`src/hw/rtl/tgarle_pkg.sv`:
```
// Shared types, register indexes and helper functions for the TGA RLE pixel decoder.
// No dependencies; used by every module of the block.
package tgarle_pkg;

  localparam logic [1:0] CFG_PIXEL_DEPTH  = 2'd0;
  localparam logic [1:0] CFG_IMAGE_WIDTH  = 2'd1;
  localparam logic [1:0] CFG_IMAGE_HEIGHT = 2'd2;

  localparam logic [5:0] DEPTH_RESET = 6'd24;

  typedef struct packed {
    logic [31:0] pixel_value;
    logic [7:0]  repeat_count;
    logic        image_done;
    logic        overrun;
  } result_t;

  // Bytes per pixel from the bit depth, clamped to the range one to four.
  function automatic logic [2:0] bytes_per_pixel(input logic [5:0] depth);
    logic [6:0] sum;
    logic [3:0] b;
    sum = {1'b0, depth} + 7'd7;
    b   = sum[6:3];
    if (b == 4'd0) begin
      return 3'd1;
    end else if (b > 4'd4) begin
      return 3'd4;
    end
    return b[2:0];
  endfunction

endpackage

```
`src/hw/rtl/tgarle_decode.sv`:
```
// Packet decoder: header parsing, pixel byte gathering and image pixel countdown.
// Depends on tgarle_pkg for the result type and the bytes-per-pixel function.
module tgarle_decode
  import tgarle_pkg::*;
(
  input  logic        clk,
  input  logic        rst,
  input  logic        step,
  input  logic [7:0]  data_byte,
  input  logic [5:0]  pixel_depth,
  input  logic [15:0] image_width,
  input  logic [15:0] image_height,
  output logic        emit,
  output result_t     result
);

  logic [31:0] pixels_left, pixels_left_next;
  logic        in_packet, in_packet_next;
  logic        is_run, is_run_next;
  logic [7:0]  packet_pixels_left, packet_pixels_left_next;
  logic [1:0]  byte_position, byte_position_next;
  logic [31:0] pixel_gather, pixel_gather_next;
  logic        image_active, image_active_next;
  logic        drain_mode, drain_mode_next;
  logic        emit_next;
  result_t     result_next;

  logic [2:0]  bpp;
  logic [31:0] area;

  assign bpp  = bytes_per_pixel(pixel_depth);
  assign area = 32'(image_width) * 32'(image_height);

  always_comb begin
    logic [1:0]  bp_inc;
    logic [31:0] gather_mix;
    logic [7:0]  rep;
    logic [31:0] pl;
    logic        over;
    logic        done;
    logic        skip;

    pixels_left_next        = pixels_left;
    in_packet_next          = in_packet;
    is_run_next             = is_run;
    packet_pixels_left_next = packet_pixels_left;
    byte_position_next      = byte_position;
    pixel_gather_next       = pixel_gather;
    image_active_next       = image_active;
    drain_mode_next         = drain_mode;
    emit_next               = 1'b0;
    result_next             = '0;
    bp_inc                  = byte_position + 2'd1;
    gather_mix              = pixel_gather | (32'(data_byte) << {byte_position, 3'b000});
    rep                     = 8'd1;
    pl                      = pixels_left;
    over                    = 1'b0;
    done                    = 1'b0;
    skip                    = 1'b0;

    if (!image_active) begin
      pl                = area;
      pixels_left_next  = area;
      if (image_width == 16'd0 || image_height == 16'd0) begin
        skip = 1'b1;
      end else begin
        image_active_next = 1'b1;
        in_packet_next    = 1'b0;
        drain_mode_next   = 1'b0;
      end
    end

    if (!skip) begin
      if (!image_active ? 1'b1 : !in_packet) begin
        is_run_next             = data_byte[7];
        packet_pixels_left_next = {1'b0, data_byte[6:0]} + 8'd1;
        in_packet_next          = 1'b1;
        byte_position_next      = 2'd0;
        pixel_gather_next       = '0;
      end else if (drain_mode) begin
        byte_position_next = bp_inc;
        if ({1'b0, bp_inc} >= bpp || bp_inc == 2'd0) begin
          byte_position_next      = 2'd0;
          packet_pixels_left_next = packet_pixels_left - 8'd1;
          if (packet_pixels_left == 8'd1) begin
            image_active_next       = 1'b0;
            in_packet_next          = 1'b0;
            drain_mode_next         = 1'b0;
            packet_pixels_left_next = '0;
            pixel_gather_next       = '0;
          end
        end
      end else if ({1'b0, byte_position} + 3'd1 < bpp) begin
        pixel_gather_next  = gather_mix;
        byte_position_next = bp_inc;
      end else begin
        if (is_run) begin
          rep = packet_pixels_left;
          if ({24'd0, packet_pixels_left} > pl) begin
            rep  = pl[7:0];
            over = 1'b1;
          end
          pl                      = pl - {24'd0, rep};
          packet_pixels_left_next = '0;
          in_packet_next          = 1'b0;
        end else begin
          rep                     = 8'd1;
          pl                      = pl - 32'd1;
          packet_pixels_left_next = packet_pixels_left - 8'd1;
          if (packet_pixels_left == 8'd1) begin
            in_packet_next = 1'b0;
          end else if (pl == 32'd0) begin
            over = 1'b1;
          end
        end
        done                     = (pl == 32'd0);
        pixels_left_next         = pl;
        emit_next                = 1'b1;
        result_next.pixel_value  = gather_mix;
        result_next.repeat_count = rep;
        result_next.image_done   = done;
        result_next.overrun      = over;
        byte_position_next       = 2'd0;
        pixel_gather_next        = '0;
        if (done) begin
          if (over && !is_run) begin
            drain_mode_next = 1'b1;
          end else begin
            image_active_next       = 1'b0;
            in_packet_next          = 1'b0;
            drain_mode_next         = 1'b0;
            packet_pixels_left_next = '0;
          end
        end
      end
    end
  end

  always_ff @(posedge clk) begin
    if (rst) begin
      pixels_left        <= '0;
      in_packet          <= 1'b0;
      is_run             <= 1'b0;
      packet_pixels_left <= '0;
      byte_position      <= '0;
      pixel_gather       <= '0;
      image_active       <= 1'b0;
      drain_mode         <= 1'b0;
    end else if (step) begin
      pixels_left        <= pixels_left_next;
      in_packet          <= in_packet_next;
      is_run             <= is_run_next;
      packet_pixels_left <= packet_pixels_left_next;
      byte_position      <= byte_position_next;
      pixel_gather       <= pixel_gather_next;
      image_active       <= image_active_next;
      drain_mode         <= drain_mode_next;
    end
  end

  assign emit   = step && emit_next;
  assign result = result_next;

endmodule

```
`src/hw/rtl/tgarle_skid.sv`:
```
// Output register with a skid stage, so the input stall comes from a register, not from out_stall.
// Depends on tgarle_pkg for the result type.
module tgarle_skid
  import tgarle_pkg::*;
(
  input  logic    clk,
  input  logic    rst,
  input  logic    push,
  input  result_t push_data,
  output logic    full,
  output logic    out_valid,
  input  logic    out_stall,
  output result_t out_data
);

  logic    skid_valid;
  result_t skid_data;
  logic    out_free;

  assign out_free = !out_valid || !out_stall;
  assign full     = skid_valid;

  always_ff @(posedge clk) begin
    if (rst) begin
      out_valid  <= 1'b0;
      skid_valid <= 1'b0;
    end else if (out_free) begin
      if (skid_valid) begin
        out_valid  <= 1'b1;
        skid_valid <= 1'b0;
      end else begin
        out_valid <= push;
      end
    end else if (push) begin
      skid_valid <= 1'b1;
    end
  end

  always_ff @(posedge clk) begin
    if (out_free) begin
      if (skid_valid) begin
        out_data <= skid_data;
      end else if (push) begin
        out_data <= push_data;
      end
    end else if (push) begin
      skid_data <= push_data;
    end
  end

endmodule

```
`src/hw/rtl/tga_rle_pixel_decoder_core.sv`:
```
// Decodes a run-length coded TGA pixel stream one byte per transaction. Each byte is handled by the
// packet state update in the cycle it is accepted, so the block takes one byte every clock while
// in_stall is low; the result for a byte that completes a pixel goes to the output register, or to
// its skid stage while out_stall holds the output. A run packet gives one result with its repeat
// count, a raw packet one result per pixel. The input stalls only when both the output register
// and its skid stage hold results. The user must write configuration only while no transaction is
// in flight; the block does not enforce it. Depends on tgarle_pkg, tgarle_decode and tgarle_skid.
module tga_rle_pixel_decoder_core
  import tgarle_pkg::*;
(
  input  logic        clk,
  input  logic        rst,
  input  logic        cfg_wr_en,
  input  logic [1:0]  cfg_index,
  input  logic [15:0] cfg_data,
  input  logic        in_valid,
  output logic        in_stall,
  input  logic [7:0]  data_byte,
  output logic        out_valid,
  input  logic        out_stall,
  output logic [31:0] pixel_value,
  output logic [7:0]  repeat_count,
  output logic        image_done,
  output logic        overrun
);

  logic [5:0]  pixel_depth;
  logic [15:0] image_width;
  logic [15:0] image_height;
  logic        step;
  logic        emit;
  logic        full;
  result_t     result;
  result_t     out_data;

  always_ff @(posedge clk) begin
    if (rst) begin
      pixel_depth  <= DEPTH_RESET;
      image_width  <= '0;
      image_height <= '0;
    end else if (cfg_wr_en) begin
      case (cfg_index)
        CFG_PIXEL_DEPTH:  pixel_depth  <= cfg_data[5:0];
        CFG_IMAGE_WIDTH:  image_width  <= cfg_data;
        CFG_IMAGE_HEIGHT: image_height <= cfg_data;
        default: begin
        end
      endcase
    end
  end

  assign in_stall = full;
  assign step     = in_valid && !full;

  tgarle_decode u_decode (
    .clk          (clk),
    .rst          (rst),
    .step         (step),
    .data_byte    (data_byte),
    .pixel_depth  (pixel_depth),
    .image_width  (image_width),
    .image_height (image_height),
    .emit         (emit),
    .result       (result)
  );

  tgarle_skid u_skid (
    .clk       (clk),
    .rst       (rst),
    .push      (emit),
    .push_data (result),
    .full      (full),
    .out_valid (out_valid),
    .out_stall (out_stall),
    .out_data  (out_data)
  );

  assign pixel_value  = out_data.pixel_value;
  assign repeat_count = out_data.repeat_count;
  assign image_done   = out_data.image_done;
  assign overrun      = out_data.overrun;

endmodule
```
`config.mk`:
```
export PLATFORM = sky130hd
export DESIGN_NAME = tga_rle_pixel_decoder_core
export DESIGN_NICKNAME = d
export VERILOG_FILES = /design/src/hw/rtl/tgarle_pkg.sv /design/src/hw/rtl/tgarle_decode.sv /design/src/hw/rtl/tgarle_skid.sv /design/src/hw/rtl/tga_rle_pixel_decoder_core.sv
export SDC_FILE = /design/constraint.sdc
export NUM_CORES = 1
export LEC_CHECK = 0
export BUFFER_PORTS_ARGS = -buffer_cell sky130_fd_sc_hd__buf_2
export CAP_MARGIN = 10
export CORE_ASPECT_RATIO = 0.75
export CORE_MARGIN = 4
export CORE_UTILIZATION = 65
export CTS_CLUSTER_SIZE = 10
export DETAILED_ROUTE_END_ITERATION = 12
export PLACE_DENSITY = 0.83
export SETUP_SLACK_MARGIN = 0.3
export SLEW_MARGIN = 20
export SYNTH_ARGS = -nofsm -noshare
export SYNTH_HDL_FRONTEND = slang
export SYNTH_SLANG_ARGS = --single-unit
```
`constraint.sdc`:
```
create_clock -name clk -period 13.7 [get_ports clk]
set_input_delay 1.37 -clock clk [delete_from_list [all_inputs] [get_ports clk]]
set_output_delay 1.37 -clock clk [all_outputs]
set_load 0.02 [all_outputs]
```
# Word-level counts from Yosys, hierarchy flattened
# Cells that the tools add are included.
classes:
  add_sub_neg: 7
  n_mul: 1
  n_lt_le_gt_ge: 4
  eq_ne: 6
  n_shift: 1
  mux: 92
  bitwise_logic: 3
  reduce_logical: 29
ops:
  columns: ["operator", "count"]
  rows:
  - ["$mux 32", 15]
  - ["$mux 42", 6]
  - ["$mux 8", 15]
  - ["$logic_not 32->1", 2]
  - ["$mux 1", 49]
  - ["$gt 8x32->1", 1]
  - ["$logic_not 16->1", 2]
  - ["$mul 16x16->32", 1]
  - ["$or 32x32->32", 1]
  - ["$shl 8x5->32", 1]
  - ["$sub 32x1->32 const B", 1]
  - ["$sub 32x8->32", 1]
  - ["$reduce_and 2->1", 6]
  - ["$mux 3", 3]
  - ["$add 7x1->8 const B", 1]
  - ["$eq 8x1->1 const B", 1]
  - ["$mux 2", 4]
  - ["$reduce_and 4->1", 2]
  - ["$sub 8x1->8 const B", 1]
  - ["$add 6x3->7 const B", 1]
  - ["$ne 3x3->1 const B", 2]
  - ["$logic_not 1->1", 5]
  - ["$gt 4x3->1 const B", 1]
  - ["$logic_not 2->1", 2]
  - ["14 further kinds", 19]
totals:
  register_bits: 202
  input_bits: 31
  out_inout_bits: 44
  wordCells: 164

# Depth between registers and ports, before layout
depth:
  word_depth: 23
  ltp_mapped: 45
  mapped_depth_nobuf: 42

# Cells and area by module
# A second synthesis with hierarchy kept.
hier_totals:
  hier_cells: 2336
  area_unflattened_um2: 20840.0
modules_own_cells:
  columns: ["module", "n_inst", "cells_each", "area_each_um2", "seq_area_each_um2"]
  rows:
  - ["tgarle_decode", 1, 2048, 15954.1, 1561.5]
  - ["tgarle_skid", 1, 139, 3301.9, 2562.5]
  - ["tga_rle_pixel_decoder_core", 1, 149, 1584.0, 760.7]

# Worst setup path after synthesis
# Ideal clock, no wire load.
synth_path:
  kind: "reg2reg"
  start: "reg image_height[1]"
  end: "reg u_decode.packet_pixels_left[3]"
  setup_ns: 0.132
  arrival_ns: 10.705
  required_time_ns: 13.568
  setup_slack_ns: 2.864
  path_stages_with_launch: 41
  n_path_buf: 5
  synth_period_minus_slack_ns: 10.836
  path_cell_list: "dfxtp_1 > clkbuf_1 > clkbuf_1 > nand2_1 > fa_1 > fa_1 > inv_1 > fa_1 > fa_1 > fa_1 > inv_1 > fa_1 > inv_1 > ha_1 > buf_2 > a211o_1 > a211o_1 > a221oi_1 > [... 5 more ...] > or3_1 > clkbuf_1 > a21oi_1 > ha_1 > a21oi_1 > o2111ai_1 > a31oi_1 > nand2_1 > a21oi_1 > nand3_1 > nor4_1 > xor2_1 > or4_1 > a2111oi_2 > o41ai_4 > buf_4 > a21oi_1 > o32ai_1"
synth_between:
  elab_chain_cells: 20
  word_cells_on_any_way: 38
  cone_classes: "add/sub: 2; mul: 1; order compare: 1; mux: 27; bitwise: 1; reduce/logical: 6"
synth_rtl:
  columns: ["element", "line", "text"]
  rows:
  - ["start, declared", "tga_rle_pixel_decoder_core.sv:29", "logic [15:0] image_height;"]
  - ["start signal, assigned", "tga_rle_pixel_decoder_core.sv:45", "CFG_IMAGE_HEIGHT: image_height <= cfg_data;"]
  - ["$mul 16x16->32", "tgarle_decode.sv:32", "assign area = 32'(image_width) * 32'(image_height);"]
  - ["$mux 32", "tgarle_decode.sv:61", "if (!image_active) begin"]
  - ["$gt 8x32->1", "tgarle_decode.sv:99", "if ({24'd0, packet_pixels_left} > pl) begin"]
  - ["$mux 8", "tgarle_decode.sv:99", null]
  - ["$mux 8", "tgarle_decode.sv:97", "if (is_run) begin"]
  - ["$mux 8", "tgarle_decode.sv:93", "end else if ({1'b0, byte_position} + 3'd1 < bpp) begin"]
  - ["$mux 8", "tgarle_decode.sv:80", "end else if (drain_mode) begin"]
  - ["$mux 8", "tgarle_decode.sv:74", "if (!image_active ? 1'b1 : !in_packet) begin"]
  - ["[... 4 more ...]", null, null]
  - ["$mux 32", "tgarle_decode.sv:80", null]
  - ["$mux 32", "tgarle_decode.sv:74", null]
  - ["$mux 32", "tgarle_decode.sv:73", "if (!skip) begin"]
  - ["$logic_not 32->1", "tgarle_decode.sv:116", "done = (pl == 32'd0);"]
  - ["$mux 8", "tgarle_decode.sv:125", "if (done) begin"]
  - ["$mux 8", "tgarle_decode.sv:93", null]
  - ["$mux 8", "tgarle_decode.sv:80", null]
  - ["$mux 8", "tgarle_decode.sv:74", null]
  - ["end signal, assigned", "tgarle_decode.sv:153", "packet_pixels_left <= packet_pixels_left_next;"]
  - ["end, declared", "tgarle_decode.sv:20", "logic [7:0] packet_pixels_left, packet_pixels_left_next;"]
# Several ways; a longest one is shown, not always the timed one. The select of a mux whose other input is x is not followed.
# A chain may end at the register's enable or synchronous reset.

# Final worst setup path
layout_path:
  start: "reg image_width[3]"
  end: "reg u_decode.packet_pixels_left[1]"
layout_between:
  elab_chain_cells: 20
  word_cells_on_any_way: 38
  cone_classes: "add/sub: 2; mul: 1; order compare: 1; mux: 27; bitwise: 1; reduce/logical: 6"
layout_rtl:
  columns: ["element", "line", "text"]
  rows:
  - ["start, declared", "tga_rle_pixel_decoder_core.sv:28", "logic [15:0] image_width;"]
  - ["start signal, assigned", "tga_rle_pixel_decoder_core.sv:44", "CFG_IMAGE_WIDTH: image_width <= cfg_data;"]
  - ["$mul 16x16->32", "tgarle_decode.sv:32", null]
  - ["$mux 32", "tgarle_decode.sv:61", null]
  - ["$gt 8x32->1", "tgarle_decode.sv:99", null]
  - ["$mux 8", "tgarle_decode.sv:99", null]
  - ["$mux 8", "tgarle_decode.sv:97", null]
  - ["$mux 8", "tgarle_decode.sv:93", null]
  - ["$mux 8", "tgarle_decode.sv:80", null]
  - ["$mux 8", "tgarle_decode.sv:74", null]
  - ["[... 4 more ...]", null, null]
  - ["$mux 32", "tgarle_decode.sv:80", null]
  - ["$mux 32", "tgarle_decode.sv:74", null]
  - ["$mux 32", "tgarle_decode.sv:73", null]
  - ["$logic_not 32->1", "tgarle_decode.sv:116", null]
  - ["$mux 8", "tgarle_decode.sv:125", null]
  - ["$mux 8", "tgarle_decode.sv:93", null]
  - ["$mux 8", "tgarle_decode.sv:80", null]
  - ["$mux 8", "tgarle_decode.sv:74", null]
# Several ways; a longest one is shown, not always the timed one. The select of a mux whose other input is x is not followed.

==> results.cfg <==
[global_routing]
grt_max_degree = 89
overflow = 0
antenna_found_initial = 0
grt_pass1_wl_mm = 91.0
track_usage_pct = 32.4
first_global_vias = 17400

[synthesis]
ys_warn_count = 0
synth_cell_types = 91
ys.flop_type = dfxtp_1
muxShareOfSynthArea_pct = 1.38
ys_seq_elements = 202
syn_nets = 2823
synth_xor_area_share_pct = 2.81
ys_seq_area_share_pct = 23.7
synthArstFlopShare_pct = 0
synthCells = 2465
synth_edf_count = 84
netlist_area_um2 = 20600
synth_top_family_by_area = adder cells
avgSynthCellArea_um2 = 8.35
synth_compound_area_share_pct = 14.9
synth-simple-area-share_pct = 22.9
synth-adder-area-share_pct = 27.0

[setup_path]
cp_max_fo = 18
end_kind = register
worstSetupPathType = reg2reg
startpoint_type = register
critPathSlowestCell = dfxtp_1
arrival_ns = 13.09
crit_path_max_incr_delay_ns = 0.79
required_ns = 14.05
crit_path_frequent_cell = fa_1

[power]
p_switching_mw = 0.603
seq_power_share_pct = 37.4
intPower_mw = 1.17
p_leak_nw = 9.18
peakVddDrop_mv = 0.103
clockPowerShare_pct = 33.8
combPwrFrac_pct = 28.8
power.density_nw_per_um2 = 81.4
swShare_pct = 33.9

[timing]
slew-limit-headroom_pct = 27.5
setup_violations = 0
timing.final.crit_period_ns = 12.75
finalClockSkew_ns = 0.0149
setup-tns-final_ns = 0
hold_viol_final = 0
max_freq_ghz = 0.0784
worstMarginPinSlew_ns = 1.08
maxSlewViolCount = 0
rsz0062_at_grt = no
period_share_pct = 93.1

[detailed_routing]
vias = 18100
dr.pass1.iters = 5
postRouteAntennaNets = 0
drc = 0
wl_mm = 56.5
via_per_inst = 6.35
routedWlPerCell_um = 19.8
drt_iter0_markers = 2241

[final_layout]
drive_gt1_share_pct = 8.15
fin_nets = 2794
ff_latch_area_um2 = 4920
utilization_pct = 69.8
antenna_cells = 0
syn_to_final_growth_pct = 5.94
filler_cell_count = 2429
multi_input_area_um2 = 14200

[place]
place_hpwl_mm = 43.3
place_congestion = 0.945
port-buffer-count = 74

[cts]
clk_path_buf_depth = 3
clock_latency_ns = 0.52
htreeDepth = 1
cts_root_buffer = clkbuf_16
clk_pin_slew_ns = 0.06
hold_buffers = 0
cts_made_buffers = 25
cts_tree = done
cts.sink_count = 202

[run_status]
outcome = finished, final reports clean

[floorplanning]
fp.dieH_um = 162
fp-row-count = 56
coreArea_um2 = 31300
start_util_pct = 65.9
die_w_um = 214
ios = 75
die_area_um2 = 34600

[hold_path]
min_path_type = reg2reg

[job]
drv_cap = 0
[critical path: cells and delay by family, from the launching register on]
family                     cells  cell delay [ns]
AOI/OAI and AO/OA             13             4.26
xor gates and xnor gates       1             0.19
muxes                          1             0.55
DFF                            1             0.79
adders and majority gates      8             3.68
buffers and inverters          2             0.10
and+or+nand+nor                9             2.96
[metrics by stage]
step                hold slack [ns]  setup WS [ns]  cell area (um^2)  instances  total power [mW]
floorplan                     0.428           2.86             20600       2465              1.04
CTS                           0.455          0.638             21800       2860              1.77
finish                        0.452          0.952             21800       2860              1.78
global route                  0.483          0.408             21800       2860              1.86
detailed placement            0.448          0.671             21000       2815              1.17
global placement              0.439          0.739             21000       2815              1.17
[metal layers]
metal	GRT usage [%]	up-vias	share of wire, %
met4	9.28	0	3.0
li1	-	8287	-
met3	7.38	147	11
met2	48.1	1020	44
met5	0	-	0
met1	48.0	8695	43
[synthesized netlist by cell type (all sizes together), types with 15 or more instances]
library cell  number  area (um^2)
nor2b             17          106
nor3              58          300
nor2             178          671
a211oi            25          198
xnor2             47          412
ha               132         1650
a21oi            196          996
xor2              19          166
nand2b            18          113
nand2            395         1480
inv              246          923
edfxtp            84         2520
or3               18          123
and2             125          782
nand3             46          230
o21a              15          113
buf               28          134
o21ai             57          293
clkbuf           119          448
fa               195         3900
mux2i             19          190
dfxtp            118         2360
nor4              29          218
o211ai            20          155
nand4             28          175
o31ai             47          353
[what timing repair did]
item | in CTS | in global routing
resized for setup | 0 | 28
setup endpoints to repair | 0 | 9
buffers inserted | 0 | 0
[power by group through the flow]
stage	logic [mW]	clock network, mW	registers [mW]
floorplan	0.379	0	0.658
global placement	0.492	0	0.675
detailed placement	0.494	0	0.676
CTS	0.498	0.607	0.663
global route	0.553	0.635	0.667
finish	0.511	0.600	0.665
[worst paths after layout]
check / startpoint / end / slack (ns) / cells after the start
hold / removal: u_decode.pixels_left[13]$_SDFFE_PP0P_ / u_decode.pixels_left[13]$_SDFFE_PP0P_ / 0.45 / 2
setup / recovery: image_width[3]$_SDFFE_PP0P_ / u_decode.packet_pixels_left[1]$_SDFFE_PP0P_ / 0.95 / 34
hold reg to reg: u_decode.pixels_left[13]$_SDFFE_PP0P_ / u_decode.pixels_left[13]$_SDFFE_PP0P_ / 0.45 / 2
setup reg to reg: image_width[3]$_SDFFE_PP0P_ / u_decode.packet_pixels_left[1]$_SDFFE_PP0P_ / 0.95 / 34
[final cells by class]
type                       count  share of cell area (%)
multi-input combinational   1869                    65.2
sequential                   202                    22.5
inverter                     247                    4.25
clock buffer                  41                    3.14
tap                          406                    2.33
timing repair buffer          91                    2.28
clock inverter                 4                   0.224
[cells by family (layout without fill, tap and decap cells)]
logic type	after synthesis	after routing
muxes	27	27
AOI/OAI and AO/OA	470	470
DFF	202	202
and+or+nand+nor	979	979
xor gates and xnor gates	66	66
adders and majority gates	327	327
buffers and inverters	394	383
[cell usage in the layout, fill, tap and decap left out, types with 10 or more instances in the layout]
master / synthesis / layout
nor3b_1: 10 / 10
edfxtp_1: 84 / 84
nand2_1: 395 / 394
xnor2_1: 47 / 47
nor2_1: 177 / 177
and3_1: 11 / 11
a21oi_1: 192 / 190
nand3_1: 46 / 46
clkbuf_1: 118 / 16
or3_1: 16 / 16
clkbuf_16: 0 / 25
dfxtp_2: 0 / 28
buf_2: 8 / 74
nor2b_1: 17 / 16
a21o_1: 13 / 13
nand2b_1: 18 / 18
o21ai_0: 48 / 48
inv_1: 246 / 246
o211ai_1: 19 / 19
ha_1: 132 / 132
a31oi_1: 11 / 11
a211oi_1: 23 / 23
dfxtp_1: 118 / 90
fa_1: 195 / 195
nor3_1: 56 / 55
buf_4: 1 / 17
and2_1: 124 / 124
nor4_1: 26 / 26
mux2i_1: 19 / 19
o21a_1: 15 / 15
o31ai_1: 47 / 47
nand4_1: 28 / 28
xor2_1: 19 / 19
[registers in the layout, summed over array words and instances, names as in the netlist]
| name | cells |
|---|---|
| u_decode.is_run | 1 |
| u_decode.drain_mode | 1 |
| image_width | 16 |
| u_skid.skid_data | 42 |
| u_decode.packet_pixels_left | 8 |
| pixel_depth | 6 |
| u_decode.image_active | 1 |
| u_skid.out_valid | 1 |
| u_decode.pixel_gather | 32 |
| u_decode.pixels_left | 32 |
| u_decode.byte_position | 2 |
| u_skid.full | 1 |
| u_decode.in_packet | 1 |
| u_skid.out_data | 42 |
| image_height | 16 |
Power figures use the tool's default switching activity.
